<file path="src/design/gclt_pkg.sv">
package gclt_pkg;

  // Default geometry of the fixed-point coordinates.
  localparam int COORD_WIDTH_DEF = 32;
  localparam int FRAC_DIGITS_DEF = 3;

  // Fixed widths of the ports and of the number accumulator.
  localparam int CH_W       = 8;
  localparam int MAG_W      = 64;
  localparam int MAG_CAP_B  = 60;
  localparam int FEED_CFG_W = 31;
  localparam int MS_W       = 31;
  localparam int TIME_W     = 27;
  localparam int PADDR_W    = 3;
  localparam int PDATA_W    = 32;

  // Register map: one register, selected by the word index of paddr.
  localparam logic REG_INITIAL_FEED = 1'b0;

  localparam logic [FEED_CFG_W-1:0] INIT_FEED = 31'd7500000;
  localparam logic [TIME_W-1:0]     DAY_MS    = 27'd86400000;
  localparam logic [MS_W-1:0]       MS_SAT    = 31'h7FFFFFFF;
  localparam int                    MOVE_SCALE_W = 16;
  localparam logic [MOVE_SCALE_W-1:0] MOVE_SCALE = 16'd60000;

  // Character codes.
  localparam logic [CH_W-1:0] CH_MINUS  = 8'h2D;
  localparam logic [CH_W-1:0] CH_POINT  = 8'h2E;
  localparam logic [CH_W-1:0] CH_SEMI   = 8'h3B;
  localparam logic [CH_W-1:0] CH_ZERO   = 8'h30;
  localparam logic [CH_W-1:0] CH_NINE   = 8'h39;
  localparam logic [CH_W-1:0] CH_LOW_A  = 8'h61;
  localparam logic [CH_W-1:0] CH_LOW_Z  = 8'h7A;
  localparam logic [CH_W-1:0] CH_CASE   = 8'h20;
  localparam logic [CH_W-1:0] CH_B      = 8'h42;
  localparam logic [CH_W-1:0] CH_D      = 8'h44;
  localparam logic [CH_W-1:0] CH_DOLLAR = 8'h24;
  localparam logic [CH_W-1:0] CH_G      = 8'h47;
  localparam logic [CH_W-1:0] CH_M      = 8'h4D;
  localparam logic [CH_W-1:0] CH_X      = 8'h58;
  localparam logic [CH_W-1:0] CH_Y      = 8'h59;
  localparam logic [CH_W-1:0] CH_Z      = 8'h5A;
  localparam logic [CH_W-1:0] CH_S      = 8'h53;
  localparam logic [CH_W-1:0] CH_F      = 8'h46;

  // Axis codes.
  localparam logic [1:0] AX_X = 2'd0;
  localparam logic [1:0] AX_Y = 2'd1;
  localparam logic [1:0] AX_Z = 2'd2;

  typedef enum logic [2:0] {
    TK_NONE, TK_G, TK_M, TK_X, TK_Y, TK_Z, TK_S, TK_F
  } token_e;

  typedef enum logic [3:0] {
    S_IDLE, S_FIN, S_CHK, S_SQ, S_ROOT, S_NMUL, S_DIV, S_MOD, S_POS, S_OUT
  } state_e;

  // Commands from the controller to the datapath.
  typedef struct packed {
    logic       accept_char;
    logic       accept_eol;
    logic       fin_step;
    logic       fin_commit;
    logic       set_bad;
    logic       mul_clr;
    logic       mul_load_sq;
    logic [1:0] sq_axis;
    logic       mul_load_n;
    logic       mul_step;
    logic       sqrt_load;
    logic       sqrt_step;
    logic       div_load;
    logic       div_step;
    logic       sat;
    logic       mod_step;
    logic       end_line;
    logic       out_load;
  } dp_cmd_t;

  // Status from the datapath to the controller.
  typedef struct packed {
    logic need_finish;
    logic skipped;
    logic scale_done;
    logic feed_bad;
    logic mul_done;
    logic iter_done;
    logic mod_done;
  } dp_stat_t;

endpackage

</file>
<file path="src/design/gclt_ctrl.sv">
module gclt_ctrl (
  input  logic               clk_i,
  input  logic               rst_ni,
  input  logic               in_valid_i,
  input  logic               kind_i,
  output logic               in_ready_o,
  output logic               out_valid_o,
  input  logic               out_ready_i,
  output gclt_pkg::dp_cmd_t  cmd_o,
  input  gclt_pkg::dp_stat_t stat_i
);
  import gclt_pkg::*;

  state_e     state_q, state_d;
  logic       eol_q, eol_d;
  logic [1:0] axis_q, axis_d;
  logic       out_valid_q, out_valid_d;
  logic       out_free;

  assign in_ready_o  = (state_q == S_IDLE);
  assign out_valid_o = out_valid_q;
  assign out_free    = !out_valid_q || out_ready_i;

  // Next state.
  always_comb begin
    state_d = state_q;
    unique case (state_q)
      S_IDLE: begin
        if (in_valid_i) begin
          if (kind_i) begin
            state_d = stat_i.skipped ? S_POS : S_FIN;
          end else if (stat_i.need_finish) begin
            state_d = S_FIN;
          end
        end
      end
      S_FIN: begin
        if (stat_i.scale_done) begin
          state_d = eol_q ? S_CHK : S_IDLE;
        end
      end
      S_CHK:  state_d = stat_i.feed_bad ? S_POS : S_SQ;
      S_SQ: begin
        if (stat_i.mul_done && axis_q == AX_Z) begin
          state_d = S_ROOT;
        end
      end
      S_ROOT: if (stat_i.iter_done) begin state_d = S_NMUL; end
      S_NMUL: if (stat_i.mul_done) begin state_d = S_DIV; end
      S_DIV:  if (stat_i.iter_done) begin state_d = S_MOD; end
      S_MOD:  if (stat_i.mod_done) begin state_d = S_POS; end
      S_POS:  state_d = S_OUT;
      S_OUT:  if (out_free) begin state_d = S_IDLE; end
      default: state_d = S_IDLE;
    endcase
  end

  // Commands and controller registers.
  always_comb begin
    cmd_o       = '0;
    eol_d       = eol_q;
    axis_d      = axis_q;
    out_valid_d = out_valid_q && !out_ready_i;
    unique case (state_q)
      S_IDLE: begin
        if (in_valid_i) begin
          eol_d = kind_i;
          if (kind_i) begin
            cmd_o.accept_eol = 1'b1;
          end else begin
            cmd_o.accept_char = 1'b1;
          end
        end
      end
      S_FIN: begin
        if (stat_i.scale_done) begin
          cmd_o.fin_commit = 1'b1;
        end else begin
          cmd_o.fin_step = 1'b1;
        end
      end
      S_CHK: begin
        if (stat_i.feed_bad) begin
          cmd_o.set_bad = 1'b1;
        end else begin
          cmd_o.mul_clr     = 1'b1;
          cmd_o.mul_load_sq = 1'b1;
          cmd_o.sq_axis     = AX_X;
          axis_d            = AX_X;
        end
      end
      S_SQ: begin
        if (stat_i.mul_done) begin
          if (axis_q == AX_Z) begin
            cmd_o.sqrt_load = 1'b1;
          end else begin
            cmd_o.mul_load_sq = 1'b1;
            cmd_o.sq_axis     = axis_q + 2'd1;
            axis_d            = axis_q + 2'd1;
          end
        end else begin
          cmd_o.mul_step = 1'b1;
        end
      end
      S_ROOT: begin
        if (stat_i.iter_done) begin
          cmd_o.mul_clr    = 1'b1;
          cmd_o.mul_load_n = 1'b1;
        end else begin
          cmd_o.sqrt_step = 1'b1;
        end
      end
      S_NMUL: begin
        if (stat_i.mul_done) begin
          cmd_o.div_load = 1'b1;
        end else begin
          cmd_o.mul_step = 1'b1;
        end
      end
      S_DIV: begin
        if (stat_i.iter_done) begin
          cmd_o.sat = 1'b1;
        end else begin
          cmd_o.div_step = 1'b1;
        end
      end
      S_MOD: begin
        if (!stat_i.mod_done) begin
          cmd_o.mod_step = 1'b1;
        end
      end
      S_POS: cmd_o.end_line = 1'b1;
      S_OUT: begin
        if (out_free) begin
          cmd_o.out_load = 1'b1;
          out_valid_d    = 1'b1;
          eol_d          = 1'b0;
        end
      end
      default: ;
    endcase
  end

  always_ff @(posedge clk_i or negedge rst_ni) begin
    if (!rst_ni) begin
      state_q     <= S_IDLE;
      eol_q       <= 1'b0;
      axis_q      <= AX_X;
      out_valid_q <= 1'b0;
    end else begin
      state_q     <= state_d;
      eol_q       <= eol_d;
      axis_q      <= axis_d;
      out_valid_q <= out_valid_d;
    end
  end

endmodule

</file>
<file path="src/design/gclt_dpath.sv">
module gclt_dpath #(
  parameter int COORD_WIDTH = gclt_pkg::COORD_WIDTH_DEF,
  parameter int FRAC_DIGITS = gclt_pkg::FRAC_DIGITS_DEF
) (
  input  logic                            clk_i,
  input  logic                            rst_ni,
  input  logic [gclt_pkg::CH_W-1:0]       ch_i,
  input  logic                            cfg_we_i,
  input  logic [gclt_pkg::FEED_CFG_W-1:0] cfg_feed_i,
  input  gclt_pkg::dp_cmd_t               cmd_i,
  output gclt_pkg::dp_stat_t              stat_o,
  output logic [gclt_pkg::TIME_W-1:0]     elapsed_ms_o,
  output logic [gclt_pkg::MS_W-1:0]       line_ms_o,
  output logic                            feed_invalid_o,
  output logic                            line_skipped_o
);
  import gclt_pkg::*;

  localparam int CW    = COORD_WIDTH;
  localparam int PW    = 2 * CW + 2;
  localparam int RW    = CW + 1;
  localparam int NW    = RW + MOVE_SCALE_W;
  localparam int FW    = $clog2(FRAC_DIGITS + 2);
  localparam int CNT_W = $clog2(NW + 1);
  localparam logic [MAG_W-1:0] CMIN_MAG = 64'd1 << (CW - 1);
  localparam logic [MAG_W-1:0] CMAX64   = CMIN_MAG - 64'd1;
  localparam logic [MAG_W-1:0] FEED_R64 =
      ({33'd0, INIT_FEED} > CMAX64) ? CMAX64 : {33'd0, INIT_FEED};
  localparam logic signed [CW-1:0] CMAX_C = CMAX64[CW-1:0];
  localparam logic signed [CW-1:0] CMIN_C = CMIN_MAG[CW-1:0];
  localparam logic [FW-1:0] FRAC_LIM = FW'(FRAC_DIGITS);

  function automatic token_e token_of(input logic [CH_W-1:0] c);
    token_e t;
    unique case (c)
      CH_G:    t = TK_G;
      CH_M:    t = TK_M;
      CH_X:    t = TK_X;
      CH_Y:    t = TK_Y;
      CH_Z:    t = TK_Z;
      CH_S:    t = TK_S;
      CH_F:    t = TK_F;
      default: t = TK_NONE;
    endcase
    return t;
  endfunction

  // Architectural state.
  logic signed [CW-1:0] last_q [3];
  logic signed [CW-1:0] last_d [3];
  logic signed [CW-1:0] line_q [3];
  logic signed [CW-1:0] line_d [3];
  logic signed [CW-1:0] feed_q, feed_d;
  logic                 rel_q, rel_d;
  logic [TIME_W-1:0]    total_q, total_d;
  token_e               tok_q, tok_d, pend_tok_q, pend_tok_d;
  logic [MAG_W-1:0]     mag_q, mag_d;
  logic [FW-1:0]        frac_q, frac_d;
  logic                 neg_q, neg_d, point_q, point_d, digit_q, digit_d, err_q, err_d;
  logic                 first_q, first_d, comment_q, comment_d, skip_q, skip_d;

  // Arithmetic work registers.
  logic [PW-1:0]        mul_a_q, mul_a_d, acc_q, acc_d, rad_q, rad_d;
  logic [CW-1:0]        mul_b_q, mul_b_d;
  logic [RW+1:0]        rem_q, rem_d;
  logic [RW-1:0]        root_q, root_d;
  logic [NW-1:0]        dvd_q, dvd_d;
  logic [CW-1:0]        drem_q, drem_d, dvs_q, dvs_d;
  logic [CNT_W-1:0]     cnt_q, cnt_d;
  logic [MS_W-1:0]      ms_q, ms_d, mod_q, mod_d;
  logic                 bad_q, bad_d, rskip_q, rskip_d;
  logic [TIME_W-1:0]    out_el_q;
  logic [MS_W-1:0]      out_ms_q;
  logic                 out_bad_q, out_skip_q;

  // Character classification.
  logic [CH_W-1:0]      c;
  logic                 is_digit, is_num, active, is_skipch;
  logic [MAG_W-1:0]     mag_x10, mag_add;
  logic                 mag_small, tok_num, g_ok;
  logic signed [CW-1:0] acc_val;

  always_comb begin
    c = ch_i;
    if (ch_i >= CH_LOW_A && ch_i <= CH_LOW_Z) begin
      c = ch_i - CH_CASE;
    end
  end

  assign is_digit  = (c >= CH_ZERO) && (c <= CH_NINE);
  assign is_num    = is_digit || c == CH_MINUS || c == CH_POINT;
  assign active    = !comment_q && !skip_q;
  assign is_skipch = first_q && (c == CH_B || c == CH_D || c == CH_DOLLAR);
  assign mag_small = (mag_q[MAG_W-1:MAG_CAP_B] == '0);
  assign mag_x10   = (mag_q << 3) + (mag_q << 1);
  assign mag_add   = mag_x10 + MAG_W'(c - CH_ZERO);
  assign tok_num   = (tok_q == TK_X) || (tok_q == TK_Y) || (tok_q == TK_Z) ||
                     (tok_q == TK_F);
  assign g_ok      = digit_q && !point_q && !neg_q && !err_q &&
                     (mag_q == 64'd90 || mag_q == 64'd91);

  // Decimal value of the finished token, saturated to the coordinate range.
  always_comb begin
    if (err_q || !digit_q) begin
      acc_val = '0;
    end else if (neg_q) begin
      acc_val = (mag_q > CMIN_MAG) ? CMIN_C : -$signed(mag_q[CW-1:0]);
    end else begin
      acc_val = (mag_q > CMAX64) ? CMAX_C : $signed(mag_q[CW-1:0]);
    end
  end

  // Move distance operand for the selected axis.
  logic signed [CW-1:0] sel_line, sel_last;
  logic signed [CW:0]   diff;
  logic [CW:0]          diff_abs;
  logic [CW-1:0]        absd;

  assign sel_line = line_q[cmd_i.sq_axis];
  assign sel_last = last_q[cmd_i.sq_axis];
  assign diff     = rel_q ? (CW+1)'(sel_line) : (CW+1)'(sel_line) - (CW+1)'(sel_last);
  assign diff_abs = diff[CW] ? -diff : diff;
  assign absd     = diff_abs[CW-1:0];

  // Sum of relative position and move, clamped per axis.
  logic signed [CW:0]   psum [3];
  logic signed [CW-1:0] pclamp [3];

  always_comb begin
    for (int i = 0; i < 3; i++) begin
      psum[i] = (CW+1)'(last_q[i]) + (CW+1)'(line_q[i]);
      if (psum[i][CW] != psum[i][CW-1]) begin
        pclamp[i] = psum[i][CW] ? CMIN_C : CMAX_C;
      end else begin
        pclamp[i] = psum[i][CW-1:0];
      end
    end
  end

  // Square root and division step values.
  logic [RW+3:0] sq_rem_t, sq_trial, sq_diff;
  logic [CW:0]   dv_t, dv_diff;
  logic          dv_bit;
  logic [TIME_W:0] tot_sum;

  assign sq_rem_t = {rem_q, rad_q[PW-1 -: 2]};
  assign sq_trial = {2'b00, root_q, 2'b01};
  assign sq_diff  = sq_rem_t - sq_trial;
  assign dv_t     = {drem_q, dvd_q[NW-1]};
  assign dv_diff  = dv_t - {1'b0, dvs_q};
  assign dv_bit   = (dv_t >= {1'b0, dvs_q});
  assign tot_sum  = {1'b0, total_q} + {1'b0, mod_q[TIME_W-1:0]};

  // Next-state logic of the datapath.
  always_comb begin
    last_d     = last_q;
    line_d     = line_q;
    feed_d     = feed_q;
    rel_d      = rel_q;
    total_d    = total_q;
    tok_d      = tok_q;
    pend_tok_d = pend_tok_q;
    mag_d      = mag_q;
    frac_d     = frac_q;
    neg_d      = neg_q;
    point_d    = point_q;
    digit_d    = digit_q;
    err_d      = err_q;
    first_d    = first_q;
    comment_d  = comment_q;
    skip_d     = skip_q;
    mul_a_d    = mul_a_q;
    mul_b_d    = mul_b_q;
    acc_d      = acc_q;
    rad_d      = rad_q;
    rem_d      = rem_q;
    root_d     = root_q;
    dvd_d      = dvd_q;
    drem_d     = drem_q;
    dvs_d      = dvs_q;
    cnt_d      = cnt_q;
    ms_d       = ms_q;
    mod_d      = mod_q;
    bad_d      = bad_q;
    rskip_d    = rskip_q;

    // One text character.
    if (cmd_i.accept_char && active) begin
      first_d = 1'b0;
      if (is_skipch) begin
        skip_d = 1'b1;
      end else if (c == CH_SEMI) begin
        comment_d = 1'b1;
      end else if (is_num) begin
        if (tok_q != TK_NONE) begin
          if (c == CH_MINUS) begin
            if (neg_q || digit_q || point_q) err_d = 1'b1;
            else neg_d = 1'b1;
          end else if (c == CH_POINT) begin
            if (point_q) err_d = 1'b1;
            else point_d = 1'b1;
          end else begin
            digit_d = 1'b1;
            if (!point_q || frac_q < FRAC_LIM) begin
              if (mag_small) mag_d = mag_add;
              if (point_q) frac_d = frac_q + 1'b1;
            end
          end
        end
      end else begin
        pend_tok_d = token_of(c);
      end
    end

    // End of line: clear the result of the previous line.
    if (cmd_i.accept_eol) begin
      pend_tok_d = TK_NONE;
      ms_d       = '0;
      mod_d      = '0;
      bad_d      = 1'b0;
    end

    // Scale missing fraction digits.
    if (cmd_i.fin_step) begin
      if (mag_small) mag_d = mag_x10;
      frac_d = frac_q + 1'b1;
    end

    // Apply the finished token.
    if (cmd_i.fin_commit) begin
      case (tok_q)
        TK_G: begin
          if (g_ok) begin
            rel_d = mag_q[0];
            for (int i = 0; i < 3; i++) begin
              line_d[i] = mag_q[0] ? '0 : last_q[i];
            end
          end
        end
        TK_X:    line_d[AX_X] = acc_val;
        TK_Y:    line_d[AX_Y] = acc_val;
        TK_Z:    line_d[AX_Z] = acc_val;
        TK_F:    feed_d = acc_val;
        default: ;
      endcase
      tok_d   = pend_tok_q;
      mag_d   = '0;
      frac_d  = '0;
      neg_d   = 1'b0;
      point_d = 1'b0;
      digit_d = 1'b0;
      err_d   = 1'b0;
    end

    if (cmd_i.set_bad) bad_d = 1'b1;

    // Shift-add multiplier.
    if (cmd_i.mul_clr) acc_d = '0;
    if (cmd_i.mul_load_sq) begin
      mul_a_d = PW'(absd);
      mul_b_d = absd;
    end
    if (cmd_i.mul_load_n) begin
      mul_a_d = PW'(root_q);
      mul_b_d = CW'(MOVE_SCALE);
    end
    if (cmd_i.mul_step) begin
      if (mul_b_q[0]) acc_d = acc_q + mul_a_q;
      mul_a_d = mul_a_q << 1;
      mul_b_d = mul_b_q >> 1;
    end

    // Integer square root, two radicand bits per step.
    if (cmd_i.sqrt_load) begin
      rad_d  = acc_q;
      rem_d  = '0;
      root_d = '0;
      cnt_d  = CNT_W'(RW);
    end
    if (cmd_i.sqrt_step) begin
      if (sq_rem_t >= sq_trial) begin
        rem_d  = sq_diff[RW+1:0];
        root_d = {root_q[RW-2:0], 1'b1};
      end else begin
        rem_d  = sq_rem_t[RW+1:0];
        root_d = {root_q[RW-2:0], 1'b0};
      end
      rad_d = rad_q << 2;
      cnt_d = cnt_q - 1'b1;
    end

    // Restoring division by the feed rate.
    if (cmd_i.div_load) begin
      dvd_d  = acc_q[NW-1:0];
      drem_d = '0;
      dvs_d  = feed_q;
      cnt_d  = CNT_W'(NW);
    end
    if (cmd_i.div_step) begin
      drem_d = dv_bit ? dv_diff[CW-1:0] : dv_t[CW-1:0];
      dvd_d  = {dvd_q[NW-2:0], dv_bit};
      cnt_d  = cnt_q - 1'b1;
    end

    // Saturate the line time, then reduce it modulo one day.
    if (cmd_i.sat) begin
      ms_d  = (dvd_q[NW-1:MS_W] != '0) ? MS_SAT : dvd_q[MS_W-1:0];
      mod_d = (dvd_q[NW-1:MS_W] != '0) ? MS_SAT : dvd_q[MS_W-1:0];
    end
    if (cmd_i.mod_step) begin
      mod_d = mod_q - MS_W'(DAY_MS);
    end

    // Close the line.
    if (cmd_i.end_line) begin
      if (!skip_q) begin
        for (int i = 0; i < 3; i++) begin
          last_d[i] = rel_q ? pclamp[i] : line_q[i];
        end
        total_d = (tot_sum >= {1'b0, DAY_MS}) ? TIME_W'(tot_sum - {1'b0, DAY_MS})
                                              : tot_sum[TIME_W-1:0];
      end
      for (int i = 0; i < 3; i++) begin
        line_d[i] = rel_q ? '0 : last_d[i];
      end
      rskip_d   = skip_q;
      tok_d     = TK_NONE;
      mag_d     = '0;
      frac_d    = '0;
      neg_d     = 1'b0;
      point_d   = 1'b0;
      digit_d   = 1'b0;
      err_d     = 1'b0;
      first_d   = 1'b1;
      comment_d = 1'b0;
      skip_d    = 1'b0;
    end

    // A configuration write reloads the feed.
    if (cfg_we_i) begin
      feed_d = ({33'd0, cfg_feed_i} > CMAX64) ? CMAX_C : $signed(CW'(cfg_feed_i));
    end
  end

  // Status.
  assign stat_o.need_finish = active && !is_skipch && c != CH_SEMI && !is_num;
  assign stat_o.skipped     = skip_q;
  assign stat_o.scale_done  = !tok_num || err_q || !digit_q || frac_q == FRAC_LIM;
  assign stat_o.feed_bad    = feed_q[CW-1] || feed_q == '0;
  assign stat_o.mul_done    = (mul_b_q == '0);
  assign stat_o.iter_done   = (cnt_q == '0);
  assign stat_o.mod_done    = (mod_q < MS_W'(DAY_MS));

  // State registers.
  always_ff @(posedge clk_i or negedge rst_ni) begin
    if (!rst_ni) begin
      for (int i = 0; i < 3; i++) begin
        last_q[i] <= '0;
        line_q[i] <= '0;
      end
      feed_q     <= FEED_R64[CW-1:0];
      rel_q      <= 1'b0;
      total_q    <= '0;
      tok_q      <= TK_NONE;
      pend_tok_q <= TK_NONE;
      mag_q      <= '0;
      frac_q     <= '0;
      neg_q      <= 1'b0;
      point_q    <= 1'b0;
      digit_q    <= 1'b0;
      err_q      <= 1'b0;
      first_q    <= 1'b1;
      comment_q  <= 1'b0;
      skip_q     <= 1'b0;
      cnt_q      <= '0;
    end else begin
      last_q     <= last_d;
      line_q     <= line_d;
      feed_q     <= feed_d;
      rel_q      <= rel_d;
      total_q    <= total_d;
      tok_q      <= tok_d;
      pend_tok_q <= pend_tok_d;
      mag_q      <= mag_d;
      frac_q     <= frac_d;
      neg_q      <= neg_d;
      point_q    <= point_d;
      digit_q    <= digit_d;
      err_q      <= err_d;
      first_q    <= first_d;
      comment_q  <= comment_d;
      skip_q     <= skip_d;
      cnt_q      <= cnt_d;
    end
  end

  // Work and result registers.
  always_ff @(posedge clk_i) begin
    mul_a_q <= mul_a_d;
    mul_b_q <= mul_b_d;
    acc_q   <= acc_d;
    rad_q   <= rad_d;
    rem_q   <= rem_d;
    root_q  <= root_d;
    dvd_q   <= dvd_d;
    drem_q  <= drem_d;
    dvs_q   <= dvs_d;
    ms_q    <= ms_d;
    mod_q   <= mod_d;
    bad_q   <= bad_d;
    rskip_q <= rskip_d;
    if (cmd_i.out_load) begin
      out_el_q   <= total_q;
      out_ms_q   <= ms_q;
      out_bad_q  <= bad_q;
      out_skip_q <= rskip_q;
    end
  end

  assign elapsed_ms_o   = out_el_q;
  assign line_ms_o      = out_ms_q;
  assign feed_invalid_o = out_bad_q;
  assign line_skipped_o = out_skip_q;

endmodule

</file>
<file path="src/design/gcode_line_move_timestamper.sv">
// Channel | Direction | Handshake             | Word
// --------+-----------+-----------------------+----------------------------------------
// in      | input     | in_valid_i/in_ready_o | kind_i, ch_i
// out     | output    | out_valid_o/out_ready_i | elapsed_ms_o, line_ms_o, flags
// apb     | input     | psel/penable/pready   | initial_feed at byte address 0
//
// A text character is taken in the idle state; a character that ends a number token
// is followed by decimal scaling for missing fraction digits and a step to apply it.
// An end-of-line word is accepted, then the open token is closed, the feed is
// checked, the three squares are formed by shift-add, the square root is taken,
// the root is scaled by 60000, divided by the feed and wrapped to one day, and
// the line is closed and the result loaded; a bad feed skips the arithmetic,
// and a skipped line goes straight to closing the line.
// Reset is asynchronous and active low; the block is ready right after it.
// A finished result waits in the output register while text words are taken;
// the next line's result waits until that register is free.
module gcode_line_move_timestamper #(
  parameter int COORD_WIDTH = gclt_pkg::COORD_WIDTH_DEF,
  parameter int FRAC_DIGITS = gclt_pkg::FRAC_DIGITS_DEF
) (
  input  logic                         clk_i,
  input  logic                         rst_ni,
  input  logic                         in_valid_i,
  output logic                         in_ready_o,
  input  logic                         kind_i,
  input  logic [gclt_pkg::CH_W-1:0]    ch_i,
  output logic                         out_valid_o,
  input  logic                         out_ready_i,
  output logic [gclt_pkg::TIME_W-1:0]  elapsed_ms_o,
  output logic [gclt_pkg::MS_W-1:0]    line_ms_o,
  output logic                         feed_invalid_o,
  output logic                         line_skipped_o,
  input  logic                         psel,
  input  logic                         penable,
  input  logic                         pwrite,
  input  logic [gclt_pkg::PADDR_W-1:0] paddr,
  input  logic [gclt_pkg::PDATA_W-1:0] pwdata,
  output logic [gclt_pkg::PDATA_W-1:0] prdata,
  output logic                         pready
);
  import gclt_pkg::*;

  logic [FEED_CFG_W-1:0] feed_cfg_q;
  logic                  cfg_we;
  logic                  reg_hit;
  dp_cmd_t               cmd;
  dp_stat_t              stat;

  // Register access.
  assign pready  = 1'b1;
  assign reg_hit = (paddr[PADDR_W-1:2] == REG_INITIAL_FEED) && (paddr[1:0] == 2'b00);
  assign cfg_we  = psel && penable && pwrite && reg_hit;
  assign prdata  = reg_hit ? {1'b0, feed_cfg_q} : '0;

  always_ff @(posedge clk_i or negedge rst_ni) begin
    if (!rst_ni) begin
      feed_cfg_q <= INIT_FEED;
    end else if (cfg_we) begin
      feed_cfg_q <= pwdata[FEED_CFG_W-1:0];
    end
  end

  gclt_ctrl u_ctrl (
    .clk_i       (clk_i),
    .rst_ni      (rst_ni),
    .in_valid_i  (in_valid_i),
    .kind_i      (kind_i),
    .in_ready_o  (in_ready_o),
    .out_valid_o (out_valid_o),
    .out_ready_i (out_ready_i),
    .cmd_o       (cmd),
    .stat_i      (stat)
  );

  gclt_dpath #(
    .COORD_WIDTH (COORD_WIDTH),
    .FRAC_DIGITS (FRAC_DIGITS)
  ) u_dpath (
    .clk_i          (clk_i),
    .rst_ni         (rst_ni),
    .ch_i           (ch_i),
    .cfg_we_i       (cfg_we),
    .cfg_feed_i     (pwdata[FEED_CFG_W-1:0]),
    .cmd_i          (cmd),
    .stat_o         (stat),
    .elapsed_ms_o   (elapsed_ms_o),
    .line_ms_o      (line_ms_o),
    .feed_invalid_o (feed_invalid_o),
    .line_skipped_o (line_skipped_o)
  );

  // The running total always stays below one day.
  a_total_in_day: assert property (@(posedge clk_i) disable iff (!rst_ni)
    out_valid_o |-> elapsed_ms_o < DAY_MS)
    else $error("elapsed time outside one day");

  // A skipped line adds no time and never reports a bad feed.
  a_skip_zero: assert property (@(posedge clk_i) disable iff (!rst_ni)
    out_valid_o && line_skipped_o |-> line_ms_o == '0 && !feed_invalid_o)
    else $error("skipped line reported time or bad feed");

  // A bad feed adds no time.
  a_bad_zero: assert property (@(posedge clk_i) disable iff (!rst_ni)
    out_valid_o && feed_invalid_o |-> line_ms_o == '0)
    else $error("bad feed line reported time");

  // An end-of-line word always occupies the block for the next cycle.
  a_eol_busy: assert property (@(posedge clk_i) disable iff (!rst_ni)
    in_valid_i && in_ready_o && kind_i |=> !in_ready_o)
    else $error("block ready right after an end of line");

endmodule

</file>
<file path="config.mk">
export PLATFORM = sky130hd
export DESIGN_NAME = gcode_line_move_timestamper
export DESIGN_NICKNAME = d
export VERILOG_FILES = /design/src/design/gclt_pkg.sv /design/src/design/gclt_ctrl.sv /design/src/design/gclt_dpath.sv /design/src/design/gcode_line_move_timestamper.sv
export SDC_FILE = /design/constraint.sdc
export NUM_CORES = 2
export LEC_CHECK = 0
export ABC_AREA = 1
export BUFFER_PORTS_ARGS = -buffer_cell sky130_fd_sc_hd__buf_2
export CORE_MARGIN = 5
export CORE_UTILIZATION = 25
export DETAILED_ROUTE_END_ITERATION = 10
export PLACE_DENSITY_LB_ADDON = 0.2
export SYNTH_ARGS = -nofsm -noshare
export SYNTH_HDL_FRONTEND = slang
export SYNTH_HIERARCHICAL = 1
export SYNTH_SLANG_ARGS = --single-unit
export TNS_END_PERCENT = 1
</file>
<file path="constraint.sdc">
create_clock -name clk_i -period 17.14 [get_ports clk_i]
set_input_delay 1.714 -clock clk_i [delete_from_list [all_inputs] [get_ports clk_i]]
set_output_delay 1.714 -clock clk_i [all_outputs]
set_load 0.005 [all_outputs]
</file>
# After elaboration in Yosys (flattened, before gate mapping)
# Cells that the tools add are included.
# totals
regBits,912
in_bits,51
output_inout_bits,95
word_cells,450
# op_classes
n_addsub,19
magnitude_cmp,12
n_eq_ne,62
n_mux,204
bitwise,3
n_reduce_logical,104
# ops
operator,count
$mux 32,30
$mux 64,13
$mux 66,8
$mux 96,4
$mux 31,8
$pmux 32 s2,3
$add 64x64->64,2
$bmux 32 s2,2
$eq 64x7->1 const B,2
$mux 35,3
$add 32x32->33,3
$mux 33,3
$mux 49,2
$mux 1,74
$eq 8x7->1 const B,9
$add 66x66->66,1
$gt 64x31->1 const B,1
$gt 64x32->1 const B,1
$logic_not 32->1,2
$neg 32->32,2
$mux 3,21
$mux 4,13
$pmux 4 s10,1
$ge 37x35->1,1
64 further kinds,195

# Depth between registers and ports, before layout
# logic_depth
ltp_word,18
mapped_depth,37
depth_no_buf,34

# Cells and area by module
# Netlist, hierarchy kept.
# modules_own_cells
module,instances,cells_per_inst,area_each_um2,seq_area_each_um2
gclt_dpath,1,9965,69376.5,23826.6
gcode_line_move_timestamper,1,214,1725.4,788.3
gclt_ctrl,1,119,783.3,200.2

# Worst setup path before layout
# OpenSTA, ideal clock, no wires.
# synth_path
path_kind,input to register
from,input port ch_i[1] in the netlist's numbering
to,register u_dpath.mag_q[61]
setup_time_ns,0.116
t_arrival_ns,6.791
t_required_ns,17.024
setup_slack_ns,10.233
stages,24
path_buffers,1
path_cell_list,buf_6 > nand2_1 > nand2_1 > nand3_1 > nand2_1 > nor2_2 > nor2_1 > ha_1 > nor2_1 > ha_1 > a21oi_1 > o21a_1 > o21ai_0 > nand2_1 > nand2_1 > nand3_1 > nand3_1 > nand3_1 > nand4_1 > or2_2 > nand3_1 > nand3_1 > nand2_1 > nor2_1
# synth_between
elab_chain_len,18
word_cells_on_any_way,34
classes_between,3 x add/sub; 4 x order compare; 6 x eq/ne; 14 x mux; 7 x reduce/logical
# synth_lines
element,line,source
from (decl),gcode_line_move_timestamper.sv:26,"input logic [gclt_pkg::CH_W-1:0] ch_i,"
$ge 8x7->1 or $le 8x7->1 (tied branches),gclt_dpath.sv:85,if (ch_i >= CH_LOW_A && ch_i <= CH_LOW_Z) begin
$logic_and 1x1->1,gclt_dpath.sv:85,
$mux 8 (*),gclt_dpath.sv:85,
$sub 8x6->9,gclt_dpath.sv:96,assign mag_add = mag_x10 + MAG_W'(c - CH_ZERO);
$add 64x64->64,gclt_dpath.sv:96,
$mux 64,gclt_dpath.sv:205,if (mag_small) mag_d = mag_add;
$mux 64,gclt_dpath.sv:204,if (!point_q || frac_q < FRAC_LIM) begin
$mux 64,gclt_dpath.sv:199,end else if (c == CH_POINT) begin
[3 not listed],-,
$mux 64,gclt_dpath.sv:192,end else if (c == CH_SEMI) begin
$mux 64 (*),gclt_dpath.sv:190,if (is_skipch) begin
$mux 64 (*),gclt_dpath.sv:188,if (cmd_i.accept_char && active) begin
$mux 64,gclt_dpath.sv:225,if (mag_small) mag_d = mag_x10;
$mux 64 (*),gclt_dpath.sv:224,if (cmd_i.fin_step) begin
$mux 64 (*),gclt_dpath.sv:230,if (cmd_i.fin_commit) begin
$mux 64 (*),gclt_dpath.sv:315,if (cmd_i.end_line) begin
net u_dpath.mag_d[61],gclt_dpath.sv:57,"logic [MAG_W-1:0] mag_q, mag_d;"
to (signal assigned),gclt_dpath.sv:384,mag_q <= mag_d;
to (decl),gclt_dpath.sv:57,
# Mark *: on every way through the listed nets, which the timed path passes. The rest lies on a longest branch.
# A chain may end at the register's enable or synchronous reset.

==> flow_summary.ini <==
[outcome]
outcome = finished, final reports clean

[die]
dieArea_um2 = 298000
die_w_um = 546
die_h_um = 546
ios = 146
coreArea_um2 = 286000
start_util = 0.252
core.rowCount = 196

[synthesis]
synth_edf_count = 464
synth-compound-area-share = 0.201
synth_cells = 10300
synth_adder_area_share = 0.0775
synth_area_um2 = 71900
synth_xor_area_frac = 0.0311
synth_fp_nets = 10800
synth_seq_cells = 912
yosysWarnings = 6
ys.flop_type = edfxtp_1
ys_seq_area_frac = 0.345
syn_area_per_cell_um2 = 6.98
muxShareOfSynthArea = 0
yosys.area_share.simple = 0.254
synth_cell_type_count = 77
synth_top_family_by_area = simple AND/OR/NAND/NOR gates
synthArstFlopShare = 0.413

[cts]
cts_buffers = 119
clock_sinks = 912
clk_pin_slew_worst_paths_ps = 60
cts_tree = built
cts_resized = 0
clkLatencyLatePin_ps = 860
root_buffer = clkbuf_16
cts_buffer_depth = 4
cts_setup_buffers = 0
h-tree-depth = 3
postCtsHoldBufs = 0

[critical_path]
endpoint_kind = flop
slowest_stage = nor2_1
critPathMaxStageDelay_ps = 950
start_kind = flop
cp.required_ps = 17720
path_max_fanout = 55
crit_type = flop to flop
cpMostUsedCell = nand2_1
reg2reg_depth = 29
worstPathArrival_ps = 9280

[timing]
setup_viol = 0
max_freq_mhz = 115
min_period_ps = 8710
relSlewSlack = 0.205
layout_setup_ws_ps = 8430
worst-slew-pin-transition_ps = 1190
skew_ps = 62.8
setup_tns_ps = 0
hold_viol_final = 0
post-route-period-util = 0.508
rsz0062_at_grt = false
slew_viol_final = 0

[drt]
vias_per_cell = 4.98
avgRoutedWirePerCell_um = 20.3
dr.pass1.iters = 6
ant_nets = 0
drc_errors = 0
num_vias = 70600
drt_iter0_markers = 6196
totalWireLength_um = 288000

[pwr]
leakagePower_nw = 36.7
p_per_area_nw_per_um2 = 186
pwr-share-comb = 0.581
p_clk_frac = 0.172
p_sw_mw = 7.74
p_sw_frac = 0.515
max-vdd-ir-drop_mv = 0.119
p_int_mw = 7.29
pwr-share-seq = 0.247

[global_routing]
grt_max_degree = 154
first_global_vias = 67900
grt_overflow = 0
antenna_found_initial = 5
grt_pass1_wl_um = 432000
grtUsageTotal = 0.185

[layout]
nets = 10800
drive_gt1_frac = 0.0616
final_cells = 14200
mostFrequentLayoutCells = nand2_1 (2484), inv_1 (1314), a21oi_1 (1060), nor2_1 (979), o21ai_0 (880)
seq_area_um2 = 24800
area_delta_synth_final_pct = 12.3
multiInputGateArea_um2 = 40700
layout.cells.most_common = nand2_1
fillers = 31400

[placed_design]
gp_congestion = 0.932
dp.cells = 14000
place_ws_ps = 8540
hpwl_um = 219000
portBuffers = 142

[min_path]
hp-class = flop to flop
whs_path_depth = 0

[run]
drv_cap = 0
-- final timing paths --
kind / end / slack [ps] / startpoint
max: u_dpath/mul_b_q[27] / 8430 / u_dpath/mul_b_q[27]
min in group asynchronous: u_dpath/line_q[19] / 910 / rst_ni
max reg2reg: u_dpath/mul_b_q[27] / 8430 / u_dpath/mul_b_q[27]
max in group asynchronous: u_dpath/mag_q[0] / 14500 / rst_ni
min reg2reg: u_dpath/line_ms_o[10] / 420 / u_dpath/ms_q[10]
min: u_dpath/line_ms_o[10] / 420 / u_dpath/ms_q[10]
-- power by group through the flow --
stage / registers [mW] / clock network [mW] / logic [mW]
floorplan: 3.44 / 0 / 6.22
global placement: 3.73 / 0 / 8.66
detailed placement: 3.74 / 0 / 8.66
CTS: 3.71 / 2.66 / 8.71
global route: 3.78 / 2.74 / 9.83
finish: 3.72 / 2.58 / 8.74
-- cell type report --
cell class	count	area share
multi-input combinational	7702	0.504
timing repair buffer	235	0.0177
inverter	1347	0.0629
clock inverter	65	0.00888
tap	3762	0.0583
clock buffer	153	0.0400
antenna	2	0.0000620
sequential	912	0.308
-- critical path, delay by kind of cell (launching register included) --
| kind | cells | cell delay, ps |
|---|---|---|
| buffers and inverters | 5 | 2240 |
| flip-flops | 1 | 400 |
| adder cells (fa/ha/maj) | 1 | 340 |
| AND/OR/NAND/NOR | 21 | 4570 |
| AO/OA/AOI/OAI | 2 | 750 |
-- cell families (layout without fill, tap and decap cells) --
group | count (synthesis) | after routing
simple gates | 4400 | 4400
fa+ha+maj | 440 | 440
compound gates | 2606 | 2606
xor+xnor | 254 | 254
buf+inv | 1684 | 1800
other cells | 2 | 4
flops | 912 | 912
-- synth_stat cells (53+ instances only) --
library cell  number  area [um^2]
inv_1           1323         4970
nor2_1           994         3730
edfxtp_1         464        13900
o211ai_1          73          548
o21ai_0          889         4450
dfxtp_1           71         1420
o21ai_1           70          350
dfrtp_1          356         8910
a21oi_1         1060         5310
nand2_1         2489         9340
nand4_1          101          632
o21bai_1          61          458
xnor2_1           93          815
nor4_1            56          350
xor2_1           160         1400
clkbuf_1         239          897
nor3_1           103          515
a21boi_0          53          398
ha_1             431         5390
nand3_1          500         2500
a31oi_1          105          657
-- per-stage QoR --
stage	area [um^2]	hold WS, ps	power (mW)	util
2_1_floorplan	71900	400	9.67	-
3_3_place_gp	76800	405	12.4	0.269
3_5_place_dp	76800	405	12.4	0.269
4_1_cts	80700	420	15.1	0.282
5_1_grt	80700	434	16.3	0.282
6_report	80700	420	15.0	0.282
-- sequential cells by signal (all words and copies together) (netlist names), 4 cells and up --
signal	count
feed_cfg_q	31
u_ctrl/state_q	4
u_dpath/acc_q	66
u_dpath/cnt_q	6
u_dpath/drem_q	32
u_dpath/dvd_q	49
u_dpath/dvs_q	32
u_dpath/elapsed_ms_o	27
u_dpath/feed_q	32
u_dpath/last_q	96
u_dpath/line_ms_o	31
u_dpath/line_q	96
u_dpath/mag_q	64
u_dpath/mod_q	31
u_dpath/ms_q	31
u_dpath/mul_a_q	66
u_dpath/mul_b_q	32
u_dpath/rad_q	66
u_dpath/rem_q	35
u_dpath/root_q	33
u_dpath/total_q	27
-- routing by layer --
metal	up-vias	wire [um]	track usage
met5	-	13	0
met4	2	8790	0.0528
met3	339	16000	0.0235
met2	2021	128000	0.296
met1	33800	135000	0.260
li1	34500	-	-
Note: power is estimated with default switching activity, not from simulation.
